[src/rtl/mswdt_pkg.sv]
package mswdt_pkg;

    localparam int TASK_W      = 22;
    localparam int AGE_W       = 16;
    localparam int CLASS_W     = 2;
    localparam int MODE_W      = 3;
    localparam int OUT_IDX_W   = 4;
    localparam int MAX_RESULTS = 16;
    localparam int RES_CNT_W   = $clog2(MAX_RESULTS);

    localparam logic [AGE_W-1:0] AGE_MAX = {AGE_W{1'b1}};

    localparam logic [MODE_W-1:0] MODE_REGISTER = 3'd0;
    localparam logic [MODE_W-1:0] MODE_REMOVE   = 3'd1;
    localparam logic [MODE_W-1:0] MODE_SET_AGE  = 3'd2;
    localparam logic [MODE_W-1:0] MODE_TICK     = 3'd3;
    localparam logic [MODE_W-1:0] MODE_SCAN     = 3'd4;

    typedef enum logic [2:0] {
        OP_REG  = 3'd0,
        OP_REM  = 3'd1,
        OP_SET  = 3'd2,
        OP_TICK = 3'd3,
        OP_SCAN = 3'd4,
        OP_NOP  = 3'd5
    } op_t;

    typedef struct packed {
        op_t                op;
        logic [TASK_W-1:0]  task_id;
        logic [AGE_W-1:0]   limit;
        logic [AGE_W-1:0]   new_age;
        logic [CLASS_W-1:0] task_class;
    } cmd_t;

    typedef struct packed {
        logic [TASK_W-1:0]  task_id;
        logic [AGE_W-1:0]   age;
        logic [AGE_W-1:0]   limit;
        logic [CLASS_W-1:0] cls;
    } entry_t;

    typedef struct packed {
        logic                 ok;
        logic [OUT_IDX_W-1:0] idx;
        logic [TASK_W-1:0]    task_id;
        logic [CLASS_W-1:0]   cls;
        logic                 restart;
    } res_t;

endpackage

[src/rtl/multi_slot_watchdog_table_core.sv]
// channel  | direction | ports                                                   | handshake
// ---------+-----------+---------------------------------------------------------+----------
// request  | in        | s_mode s_task_id s_limit s_new_age s_task_class         | s_valid/s_ready
// result   | out       | m_done_ok m_slot_index m_expired_id m_expired_class ... | m_valid/m_ready
//
// A request that walks every slot (tick, scan, no match) passes the walker in order: it is
// taken, slot 0 is fetched, the slots are decided in turn and the final item is loaded. Register,
// remove and set age stop at the first match. Requests pass the request register and queue first.
// Reset (aresetn low, synchronous) marks every slot free at once; no clearing pass.
// A two-entry queue lets requests be taken while the walker waits on m_ready; a scan stalls
// when a second expiry meets a full result register, and every final item waits for it too.
module multi_slot_watchdog_table_core #(
    parameter int SLOTS = 16
) (
    input  logic                              aclk,
    input  logic                              aresetn,
    input  logic                              s_valid,
    output logic                              s_ready,
    input  logic [mswdt_pkg::MODE_W-1:0]      s_mode,
    input  logic [mswdt_pkg::TASK_W-1:0]      s_task_id,
    input  logic [mswdt_pkg::AGE_W-1:0]       s_limit,
    input  logic [mswdt_pkg::AGE_W-1:0]       s_new_age,
    input  logic [mswdt_pkg::CLASS_W-1:0]     s_task_class,
    output logic                              m_valid,
    input  logic                              m_ready,
    output logic                              m_done_ok,
    output logic [mswdt_pkg::OUT_IDX_W-1:0]   m_slot_index,
    output logic [mswdt_pkg::TASK_W-1:0]      m_expired_id,
    output logic [mswdt_pkg::CLASS_W-1:0]     m_expired_class,
    output logic                              m_restart,
    output logic                              m_last
);
    import mswdt_pkg::*;

    logic fq_valid;
    logic fq_ready;
    cmd_t fq_cmd;
    logic qb_valid;
    logic qb_ready;
    cmd_t qb_cmd;

    mswdt_front u_front (
        .aclk         (aclk),
        .aresetn      (aresetn),
        .s_valid      (s_valid),
        .s_ready      (s_ready),
        .s_mode       (s_mode),
        .s_task_id    (s_task_id),
        .s_limit      (s_limit),
        .s_new_age    (s_new_age),
        .s_task_class (s_task_class),
        .q_valid      (fq_valid),
        .q_ready      (fq_ready),
        .q_cmd        (fq_cmd)
    );

    mswdt_queue u_queue (
        .aclk      (aclk),
        .aresetn   (aresetn),
        .in_valid  (fq_valid),
        .in_ready  (fq_ready),
        .in_cmd    (fq_cmd),
        .out_valid (qb_valid),
        .out_ready (qb_ready),
        .out_cmd   (qb_cmd)
    );

    mswdt_back #(
        .SLOTS (SLOTS)
    ) u_back (
        .aclk            (aclk),
        .aresetn         (aresetn),
        .cmd_valid       (qb_valid),
        .cmd_ready       (qb_ready),
        .cmd             (qb_cmd),
        .m_valid         (m_valid),
        .m_ready         (m_ready),
        .m_done_ok       (m_done_ok),
        .m_slot_index    (m_slot_index),
        .m_expired_id    (m_expired_id),
        .m_expired_class (m_expired_class),
        .m_restart       (m_restart),
        .m_last          (m_last)
    );

endmodule

[src/rtl/mswdt_front.sv]
module mswdt_front (
    input  logic                              aclk,
    input  logic                              aresetn,
    input  logic                              s_valid,
    output logic                              s_ready,
    input  logic [mswdt_pkg::MODE_W-1:0]      s_mode,
    input  logic [mswdt_pkg::TASK_W-1:0]      s_task_id,
    input  logic [mswdt_pkg::AGE_W-1:0]       s_limit,
    input  logic [mswdt_pkg::AGE_W-1:0]       s_new_age,
    input  logic [mswdt_pkg::CLASS_W-1:0]     s_task_class,
    output logic                              q_valid,
    input  logic                              q_ready,
    output mswdt_pkg::cmd_t                   q_cmd
);
    import mswdt_pkg::*;

    logic f_vld_reg;
    logic f_vld_next;
    cmd_t f_cmd_reg;
    cmd_t dec_cmd;
    logic s_take;

    // set age with id 0 can never match: fold it into a no-op here
    always_comb begin
        dec_cmd.task_id    = s_task_id;
        dec_cmd.limit      = s_limit;
        dec_cmd.new_age    = s_new_age;
        dec_cmd.task_class = s_task_class;
        unique case (s_mode)
            MODE_REGISTER: dec_cmd.op = OP_REG;
            MODE_REMOVE:   dec_cmd.op = OP_REM;
            MODE_SET_AGE:  dec_cmd.op = (s_task_id == '0) ? OP_NOP : OP_SET;
            MODE_TICK:     dec_cmd.op = OP_TICK;
            MODE_SCAN:     dec_cmd.op = OP_SCAN;
            default:       dec_cmd.op = OP_NOP;
        endcase
    end

    assign s_ready = !f_vld_reg || q_ready;
    assign s_take  = s_valid && s_ready;
    assign q_valid = f_vld_reg;
    assign q_cmd   = f_cmd_reg;

    always_comb begin
        if (s_take) begin
            f_vld_next = 1'b1;
        end else if (q_ready) begin
            f_vld_next = 1'b0;
        end else begin
            f_vld_next = f_vld_reg;
        end
    end

    always_ff @(posedge aclk) begin
        if (!aresetn) begin
            f_vld_reg <= 1'b0;
        end else begin
            f_vld_reg <= f_vld_next;
        end
    end

    always_ff @(posedge aclk) begin
        if (s_take) begin
            f_cmd_reg <= dec_cmd;
        end
    end

endmodule

[src/rtl/mswdt_queue.sv]
module mswdt_queue (
    input  logic            aclk,
    input  logic            aresetn,
    input  logic            in_valid,
    output logic            in_ready,
    input  mswdt_pkg::cmd_t in_cmd,
    output logic            out_valid,
    input  logic            out_ready,
    output mswdt_pkg::cmd_t out_cmd
);
    import mswdt_pkg::*;

    cmd_t       q_mem [2];
    logic       wr_ptr_reg;
    logic       wr_ptr_next;
    logic       rd_ptr_reg;
    logic       rd_ptr_next;
    logic [1:0] count_reg;
    logic [1:0] count_next;
    logic       push;
    logic       pop;

    assign in_ready  = (count_reg != 2'd2);
    assign out_valid = (count_reg != 2'd0);
    assign out_cmd   = q_mem[rd_ptr_reg];
    assign push      = in_valid && in_ready;
    assign pop       = out_valid && out_ready;

    always_comb begin
        wr_ptr_next = push ? !wr_ptr_reg : wr_ptr_reg;
        rd_ptr_next = pop ? !rd_ptr_reg : rd_ptr_reg;
        count_next  = count_reg + 2'(push) - 2'(pop);
    end

    always_ff @(posedge aclk) begin
        if (!aresetn) begin
            wr_ptr_reg <= 1'b0;
            rd_ptr_reg <= 1'b0;
            count_reg  <= 2'd0;
        end else begin
            wr_ptr_reg <= wr_ptr_next;
            rd_ptr_reg <= rd_ptr_next;
            count_reg  <= count_next;
        end
    end

    always_ff @(posedge aclk) begin
        if (push) begin
            q_mem[wr_ptr_reg] <= in_cmd;
        end
    end

endmodule

[src/rtl/mswdt_back.sv]
module mswdt_back #(
    parameter int SLOTS = 16
) (
    input  logic                              aclk,
    input  logic                              aresetn,
    input  logic                              cmd_valid,
    output logic                              cmd_ready,
    input  mswdt_pkg::cmd_t                   cmd,
    output logic                              m_valid,
    input  logic                              m_ready,
    output logic                              m_done_ok,
    output logic [mswdt_pkg::OUT_IDX_W-1:0]   m_slot_index,
    output logic [mswdt_pkg::TASK_W-1:0]      m_expired_id,
    output logic [mswdt_pkg::CLASS_W-1:0]     m_expired_class,
    output logic                              m_restart,
    output logic                              m_last
);
    import mswdt_pkg::*;

    localparam int IDX_W = (SLOTS > 1) ? $clog2(SLOTS) : 1;
    localparam int CNT_W = $clog2(SLOTS + 1);
    localparam logic [IDX_W-1:0] LAST_IDX = IDX_W'(SLOTS - 1);

    typedef enum logic [2:0] {
        ST_IDLE   = 3'b001,
        ST_WALK   = 3'b010,
        ST_FINISH = 3'b100
    } state_t;

    state_t                 state_reg, state_next;
    cmd_t                   cmd_reg, cmd_next;
    logic [CNT_W-1:0]       issue_cnt_reg, issue_cnt_next;
    logic                   ex_valid_reg, ex_valid_next;
    logic [IDX_W-1:0]       ex_idx_reg, ex_idx_next;
    logic [RES_CNT_W-1:0]   hits_reg, hits_next;
    res_t                   pend_reg, pend_next;
    logic [SLOTS-1:0]       vld_reg, vld_next;

    entry_t                 slot_mem [SLOTS];
    entry_t                 mem_rd_reg;
    logic                   mem_rd_vld_reg;
    logic                   rd_en;
    logic [IDX_W-1:0]       rd_idx;
    logic                   mem_we;
    entry_t                 wr_entry;

    logic                   m_valid_reg, m_valid_next;
    res_t                   m_res_reg;
    logic                   m_last_reg;
    logic                   out_free;
    logic                   out_load;
    res_t                   out_res;
    logic                   out_last;

    entry_t                 ent;
    logic                   hit;
    logic                   stop;
    logic                   stall;
    logic                   finish;
    res_t                   hit_res;

    assign out_free = !m_valid_reg || m_ready;
    assign rd_idx   = issue_cnt_reg[IDX_W-1:0];
    // a slot never written since reset reads as free and zero
    assign ent      = mem_rd_vld_reg ? mem_rd_reg : '0;

    // per-slot decision for the slot held in the read register
    always_comb begin
        hit      = 1'b0;
        mem_we   = 1'b0;
        wr_entry = '0;
        unique case (cmd_reg.op)
            OP_REG: begin
                hit              = (ent.task_id == '0);
                mem_we           = hit;
                wr_entry.task_id = cmd_reg.task_id;
                wr_entry.limit   = cmd_reg.limit;
                wr_entry.cls     = cmd_reg.task_class;
            end
            OP_REM: begin
                hit    = (ent.task_id == cmd_reg.task_id);
                mem_we = hit;
            end
            OP_SET: begin
                hit          = (ent.task_id == cmd_reg.task_id);
                mem_we       = hit;
                wr_entry     = ent;
                wr_entry.age = cmd_reg.new_age;
            end
            OP_TICK: begin
                mem_we       = (ent.task_id != '0);
                wr_entry     = ent;
                wr_entry.age = (ent.age == AGE_MAX) ? ent.age : ent.age + AGE_W'(1);
            end
            OP_SCAN: begin
                hit    = (ent.task_id > TASK_W'(1)) && (ent.age > ent.limit)
                         && (ent.cls != '0);
                mem_we = hit;
            end
            default: begin
                hit = 1'b0;
            end
        endcase
        mem_we = mem_we && ex_valid_reg;
    end

    always_comb begin
        hit_res.ok      = 1'b1;
        hit_res.idx     = OUT_IDX_W'(ex_idx_reg);
        hit_res.task_id = '0;
        hit_res.cls     = '0;
        hit_res.restart = 1'b0;
        if (cmd_reg.op == OP_SCAN) begin
            hit_res.task_id = ent.task_id;
            hit_res.cls     = ent.cls;
            hit_res.restart = ent.cls[1];
        end
    end

    always_comb begin
        if (cmd_reg.op == OP_SCAN) begin
            stop = hit && (hits_reg == RES_CNT_W'(MAX_RESULTS - 1));
        end else begin
            stop = hit && (cmd_reg.op != OP_TICK);
        end
    end

    always_comb begin
        state_next     = state_reg;
        cmd_next       = cmd_reg;
        issue_cnt_next = issue_cnt_reg;
        ex_valid_next  = ex_valid_reg;
        ex_idx_next    = ex_idx_reg;
        hits_next      = hits_reg;
        pend_next      = pend_reg;
        vld_next       = vld_reg;
        cmd_ready      = 1'b0;
        rd_en          = 1'b0;
        out_load       = 1'b0;
        out_res        = pend_reg;
        out_last       = 1'b1;
        stall          = 1'b0;
        finish         = 1'b0;

        unique case (state_reg)
            ST_IDLE: begin
                cmd_ready = 1'b1;
                if (cmd_valid) begin
                    cmd_next       = cmd;
                    issue_cnt_next = '0;
                    ex_valid_next  = 1'b0;
                    hits_next      = '0;
                    pend_next      = '0;
                    pend_next.ok   = (cmd.op == OP_TICK);
                    state_next     = (cmd.op == OP_NOP) ? ST_FINISH : ST_WALK;
                end
            end
            ST_WALK: begin
                // a new scan hit pushes the previous one out first
                stall = ex_valid_reg && hit && (cmd_reg.op == OP_SCAN)
                        && pend_reg.ok && !out_free;
                if (!stall) begin
                    if (ex_valid_reg) begin
                        if (mem_we) begin
                            vld_next[ex_idx_reg] = 1'b1;
                        end
                        if (hit) begin
                            if (cmd_reg.op == OP_SCAN) begin
                                hits_next = hits_reg + RES_CNT_W'(1);
                                out_load  = pend_reg.ok;
                                out_last  = 1'b0;
                            end
                            pend_next = hit_res;
                        end
                        finish = stop || (ex_idx_reg == LAST_IDX);
                    end
                    if (!finish && (issue_cnt_reg < CNT_W'(SLOTS))) begin
                        rd_en          = 1'b1;
                        ex_valid_next  = 1'b1;
                        ex_idx_next    = rd_idx;
                        issue_cnt_next = issue_cnt_reg + CNT_W'(1);
                    end else begin
                        ex_valid_next = 1'b0;
                    end
                    if (finish) begin
                        state_next = ST_FINISH;
                    end
                end
            end
            ST_FINISH: begin
                if (out_free) begin
                    out_load   = 1'b1;
                    state_next = ST_IDLE;
                end
            end
            default: begin
                state_next = ST_IDLE;
            end
        endcase
    end

    always_comb begin
        if (out_load) begin
            m_valid_next = 1'b1;
        end else if (m_ready) begin
            m_valid_next = 1'b0;
        end else begin
            m_valid_next = m_valid_reg;
        end
    end

    always_ff @(posedge aclk) begin
        if (!aresetn) begin
            state_reg    <= ST_IDLE;
            ex_valid_reg <= 1'b0;
            vld_reg      <= '0;
            m_valid_reg  <= 1'b0;
        end else begin
            state_reg    <= state_next;
            ex_valid_reg <= ex_valid_next;
            vld_reg      <= vld_next;
            m_valid_reg  <= m_valid_next;
        end
    end

    always_ff @(posedge aclk) begin
        cmd_reg       <= cmd_next;
        issue_cnt_reg <= issue_cnt_next;
        ex_idx_reg    <= ex_idx_next;
        hits_reg      <= hits_next;
        pend_reg      <= pend_next;
        if (out_load) begin
            m_res_reg  <= out_res;
            m_last_reg <= out_last;
        end
    end

    // slot table: one write port at the executing slot, one read port ahead of it
    always_ff @(posedge aclk) begin
        if (mem_we && !stall) begin
            slot_mem[ex_idx_reg] <= wr_entry;
        end
        if (rd_en) begin
            mem_rd_reg     <= slot_mem[rd_idx];
            mem_rd_vld_reg <= vld_reg[rd_idx];
        end
    end

    assign m_valid         = m_valid_reg;
    assign m_done_ok       = m_res_reg.ok;
    assign m_slot_index    = m_res_reg.idx;
    assign m_expired_id    = m_res_reg.task_id;
    assign m_expired_class = m_res_reg.cls;
    assign m_restart       = m_res_reg.restart;
    assign m_last          = m_last_reg;

endmodule

[config.mk]
export PLATFORM = sky130hd
export DESIGN_NAME = multi_slot_watchdog_table_core
export DESIGN_NICKNAME = d
export VERILOG_FILES = /design/src/rtl/mswdt_pkg.sv /design/src/rtl/multi_slot_watchdog_table_core.sv /design/src/rtl/mswdt_front.sv /design/src/rtl/mswdt_queue.sv /design/src/rtl/mswdt_back.sv
export SDC_FILE = /design/constraint.sdc
export NUM_CORES = 1
export LEC_CHECK = 0
export BUFFER_PORTS_ARGS = -buffer_cell sky130_fd_sc_hd__buf_2
export CORE_UTILIZATION = 50
export DETAILED_ROUTE_END_ITERATION = 8
export MAX_ROUTING_LAYER = met4
export PLACE_DENSITY = 0.66
export SYNTH_ARGS = -nofsm -noshare
export SYNTH_HDL_FRONTEND = slang
export SYNTH_SLANG_ARGS = --single-unit
[constraint.sdc]
create_clock -name aclk -period 12.29 [get_ports aclk]
set_input_delay 0.6145 -clock aclk [delete_from_list [all_inputs] [get_ports aclk]]
set_output_delay 0.6145 -clock aclk [all_outputs]
set_load 0.01 [all_outputs]
After elaboration in Yosys (flattened, before gate mapping). Memory sizes are Yosys's and may differ from the RTL's. A register that Yosys moved wholly into a read port is not among the register bits. Index checks and enable logic that the tools add are counted.

Register bits: 219. Bits in latches: 0. Bits in writable memories: 1014. Bits in read-only memories: 0. Bits of input ports: 63. Output and inout bits: 33. Word-level logic and storage cells: 188. Memories: 2.

Memory list: u_back.slot_mem (depth 16, bits a word 56, rd ports 1, clocked after memory_dff 1, write ports 1, RTL line mswdt_back.sv:39) `entry_t slot_mem [SLOTS];`; u_queue.q_mem (depth 2, bits a word 59, rd ports 1, clocked after memory_dff 1, write ports 1, RTL line mswdt_queue.sv:13) `cmd_t q_mem [2];`.

Add/subtract/negate cells: 5. Multiply operators: 0. Div/mod/pow operators: 0. Order comparisons: 6. Equal/unequal tests: 27. Shift-type cells: 0. Multiplexer cells: 64. Bitwise logic cells: 5. Reductions and logical operators: 46.

Operators with widths (count): $mux W30 (4); $pmux W30 S2 (1); $mux W56 (1); $logic_not A22 Y1 (2); $pmux W22 S2 (1); $pmux W18 S2 (1); $pmux W16 S2 (1); $mux W1 (29); $mux W25 (1); $eq A22 B22 Y1 (1); $gt A22 B1 Y1 const B (1); $reduce_bool A22 Y1 (1); $mux W4 (5); $eq A3 B2 Y1 const B (6); $mux W3 (6); $add A16 B1 Y16 const B (1); $eq A16 B16 Y1 const B (1); $gt A16 B16 Y1 (1); $mux W16 (1); $or A16 B16 Y16 (1); $logic_and A1 B1 Y1 (15); $mux W5 (3); $pmux W3 S5 (1); $eq A3 B3 Y1 const B (4); other kinds (32) (64).

Longest topological paths before layout.
Depth after elaboration: 16. Depth in mapped cells: 15. Mapped depth without buffers: 10.

Cells and area by module. Synthesis repeated with hierarchy kept, for this count alone.

Cell total of the unflattened synthesis: 2725. Area, all modules: 50009.2 sq um.

Modules (own cells, without submodules): mswdt_back (instances 1, cells an instance 2433, area each 43549.3 sq um, seq. area each 32971.6 sq um); mswdt_queue (instances 1, cells an instance 214, area each 4548.1 sq um, seq. area each 3643.5 sq um); mswdt_front (instances 1, cells an instance 78, area each 1911.8 sq um, seq. area each 1791.7 sq um).

Worst setup path before layout. OpenSTA, ideal clock, no wires.

Path kind: register -> register. From: reg u_back.mem_rd_vld_reg. To: mem u_back.slot_mem[8][0] in the netlist's numbering, enable pin. Library setup time: 0.608 ns. Arrival: 8.450 ns. Data required time: 11.682 ns. Setup slack: 3.232 ns. Cell stages (with the launch flop): 15. Buffers on the path: 5. Clock period less this slack: 9.058 ns. Cells stage by stage: edfxtp_1 buf_4 buf_4 clkbuf_1 clkbuf_1 nand2_1 ha_1 nand2_1 or4_1 a21o_1 a311o_1 o211ai_2 a21boi_4 buf_6 nor4_1.

Word-level cells in the longest chain between the ends: 14. Elaborated cells between the ends (all ways): 21. Classes of those cells: 2 x order compare; 1 x eq/ne; 6 x mux; 12 x reduce/logical.

Ends and longest elaborated chain: start: declaration (RTL line mswdt_back.sv:41) `logic mem_rd_vld_reg;`; start signal: assignment (RTL line mswdt_back.sv:245) `mem_rd_vld_reg <= vld_reg[rd_idx];`; $mux W56 (*) (RTL line mswdt_back.sv:65) `assign ent = mem_rd_vld_reg ? mem_rd_reg : '0;`; $gt A22 B1 Y1 / $gt A16 B16 Y1 (equally long branches) (RTL line mswdt_back.sv:96) `hit = (ent.task_id > TASK_W'(1)) && (ent.age > ent.limit)`; $logic_and A1 B1 Y1 (RTL line mswdt_back.sv:96); $logic_and A1 B1 Y1 (RTL line mswdt_back.sv:97) `&& (ent.cls != '0);`; $pmux W1 S3 (RTL line mswdt_back.sv:72) `unique case (cmd_reg.op)`; $logic_and A1 B1 Y1 (2 in series) (RTL line mswdt_back.sv:160) `stall = ex_valid_reg && hit && (cmd_reg.op == OP_SCAN)`; $logic_and A1 B1 Y1 (2 in series) (RTL line mswdt_back.sv:161) `&& pend_reg.ok && !out_free;`; $mux W1 (RTL line mswdt_back.sv:145) `unique case (state_reg)`; $logic_not A1 Y1 (RTL line mswdt_back.sv:240) `if (mem_we && !stall) begin`; $logic_and A1 B1 Y1 (*) (RTL line mswdt_back.sv:240); $mux W1 (*) (RTL line mswdt_back.sv:240); $mux W1 (implied by the code) (*) (RTL line mswdt_back.sv:241) `slot_mem[ex_idx_reg] <= wr_entry;`; end: declaration (RTL line mswdt_back.sv:39).

Mark *: on every way between the ends. The rest lies on a longest branch, timed or not.

Worst setup path in the final report.
From: reg u_back.mem_rd_vld_reg. To: mem u_back.slot_mem[8][10] in the netlist's numbering, enable pin.

Same word-level chain as after synthesis.

==> impl_metrics.ini <==
[finish]
reg_top3 = u_back.slot_mem: 896 flops, u_queue.q_mem: 118 flops
syn2layout_area_growth_pct = 12.7
post-route-cell-area_sq_mm = 0.0557
largest_register_ffs = 896
layout-drive-gt1-share_pct = 28.2
diodes = 0
fill_cells = 7124
regMostFlops = u_back.slot_mem
final_common_cell = edfxtp_1
final_cell_mix = edfxtp_1, mux4_2, clkbuf_16
final-seq-area_sq_mm = 0.0384
multi_input_area_sq_mm = 0.0107
layout.nets = 2561

[cts]
ctsRootBufferMaster = clkbuf_16
worstSkewPairLatency_ps = 730
cts-buffers-inserted = 130
cts_resized = 0
postCtsSetupBuffers = 0
hold_buffers = 0
clock_path_buffers = 3
tritoncts = yes
clk_pin_slew_ps = 60
h-tree-depth = 4
numClockSinks = 1288

[global_route]
grt_max_degree = 165
grt_overflow = 0
antenna_found_initial = 0
grt_pass1_wl_um = 155000
grt.total_usage_pct = 22.0
grt_pass1_vias = 23600

[logic_synthesis]
synth_edf_count = 1261
synth-async-reset-ratio_pct = 0
avgSynthCellArea_sq_um = 21.6
syn-cell-area_sq_mm = 0.0495
ys_warn_count = 0
syn_nets = 2376
synth_ff_type = edfxtp_1
ys_ff_latch = 1288
ys_seq_area_share_pct = 77.6
synthCells = 2292
ys_types = 69

[worst_setup_path]
critPathKind = reg -> reg
max_stage_delay_ps = 960
crit_fanout = 56
end_kind = register
crit_required_ps = 12610
arrival_ps = 5730
critPathCapture = u_back.slot_mem[8][10]
cp_slowest_cell = edfxtp_1
r2r_slack_ps = 6880
reg2regPathDepth = 11
cp-startpoint = u_back.mem_rd_vld_reg
start_kind = register
reg2reg_from = u_back.mem_rd_vld_reg
worstPathCellList = buf_4 -> and2_1 -> ha_1 -> a21o_1 -> a21o_1 -> a2111oi_0 -> a311o_1 -> o211ai_2 -> a21boi_4 -> nor4_2 -> buf_4
worstReg2RegEnd = u_back.slot_mem[8][10]

[job]
maxCapViolCount = 0

[placed_design]
dpl_cell_area_sq_mm = 0.0518
place.gp.congestion = 0.848
dpl.hpwl_um = 60800
dp_slack_ps = 7080
port_buffers = 95

[sta]
setup_slack_ps = 6880
final.min_clock_period_ps = 5410
tightest_slew_ps = 1350
maxSlewViolCount = 0
final.period_utilization_pct = 44.0
rsz0062_at_grt = no
final_hold_viol_count = 0
maxSlewHeadroom_pct = 10.3
setup-tns-final_ps = 0
setup_viol = 0
max_freq_mhz = 185
finalClockSkew_ps = 30.2

[power]
leakagePower_nw = 17.7
power_per_cell_area_mw_per_mm2 = 202
irDropWorstVdd_mv = 0.187

[detailed_routing]
firstDrtPassIters = 7
drt_iter0_markers = 2145
wire_per_inst_um = 27.4
routed_wl_um = 106000
via_count = 23300
drc = 0
antenna_left = 0
avgViaCountPerCell = 6.03

[floorplan]
initial_core_util_pct = 50.4
fp.coreArea_sq_mm = 0.0981
die_y_um = 317
num_rows = 115
fp.dieW_um = 317
dieArea_sq_mm = 0.100
ioPinCount = 96

[min_path]
hold_class = in -> reg

[outcome]
status = completed
-- layout make-up --
| cell class | instances | area share, % |
|---|---|---|
| Sequential cell | 1288 | 68.9 |
| Multi-Input combinational cell | 872 | 19.1 |
| Clock inverter | 63 | 1.04 |
| Timing Repair Buffer | 165 | 1.82 |
| Inverter | 20 | 0.135 |
| Tap cell | 1287 | 2.89 |
| Clock buffer | 164 | 6.10 |
-- cells by family (layout without fill, tap and decap cells) --
| group | after synthesis | after routing | synth area share [%] |
|---|---|---|---|
| flops | 1288 | 1288 | 77.6 |
| mux | 346 | 346 | 14.4 |
| simple gates | 320 | 320 | 3.48 |
| compound gates | 151 | 151 | 2.29 |
| buf+inv | 132 | 412 | 1.10 |
| xor+xnor | 34 | 34 | 0.602 |
| fa+ha+maj | 21 | 21 | 0.531 |
-- per-stage QoR --
stage	std cells	util [%]	hold slack (ps)	total power [mW]
floorplan	2292	-	400	6.97
global placement	3632	52.8	407	7.63
detailed placement	3632	52.8	405	7.67
CTS	3859	56.8	30.4	11.3
global route	3859	56.8	52.5	11.6
finish	3859	56.8	69.2	11.2
-- metal layers --
metal	share of wire [%]	track usage (%)	vias to the layer above
met5	0	-	-
met4	2.8	7.11	0
met3	4.8	2.79	155
met2	52	36.3	748
met1	41	28.7	12400
li1	-	-	9918
-- worst min path at each step --
stage                       startpoint  slack, ps  cells past startpoint                        end
global route           s_task_class[0]         50                      1           u_front.q_cmd[0]
floorplan            u_back.out_res[1]        400                      0  u_back.m_expired_class[0]
finish                      s_limit[1]         70                      1          u_front.q_cmd[19]
global placement    u_back.out_res[26]        410                      0     u_back.m_slot_index[1]
detailed placement  u_back.out_res[11]        400                      0     u_back.m_expired_id[8]
CTS                         s_limit[1]         30                      1          u_front.q_cmd[19]
-- Yosys cell counts, types with 11 or more instances --
cell / instances / area, sq um
edfxtp_1: 1261 / 37900
mux4_2: 285 / 6420
nand2_1: 87 / 327
clkbuf_1: 83 / 312
mux2_2: 58 / 653
and2_1: 50 / 313
nor2_1: 47 / 176
o21ai_0: 42 / 210
nand4_1: 35 / 219
dfxtp_1: 27 / 541
a22o_1: 25 / 219
xnor2_1: 25 / 219
ha_1: 21 / 263
inv_1: 20 / 75.1
nor4_1: 20 / 125
a22oi_1: 14 / 105
nand3_1: 13 / 65.1
buf_2: 12 / 60.1
nand2b_1: 12 / 75.1
buf_1: 11 / 41.3
-- power by group --
group          internal (mW)  switching [mW]
Combinational          0.909            1.18
Sequential              5.32           0.138
Clock                   2.07            1.62
-- critical path, delay by kind of cell (launching register included) --
family	cells	cell delay, ps
simple gates	2	380
flops	1	960
compound gates	6	2350
fa+ha+maj	1	280
buf+inv	2	990
Power figures use the tool's default switching activity.
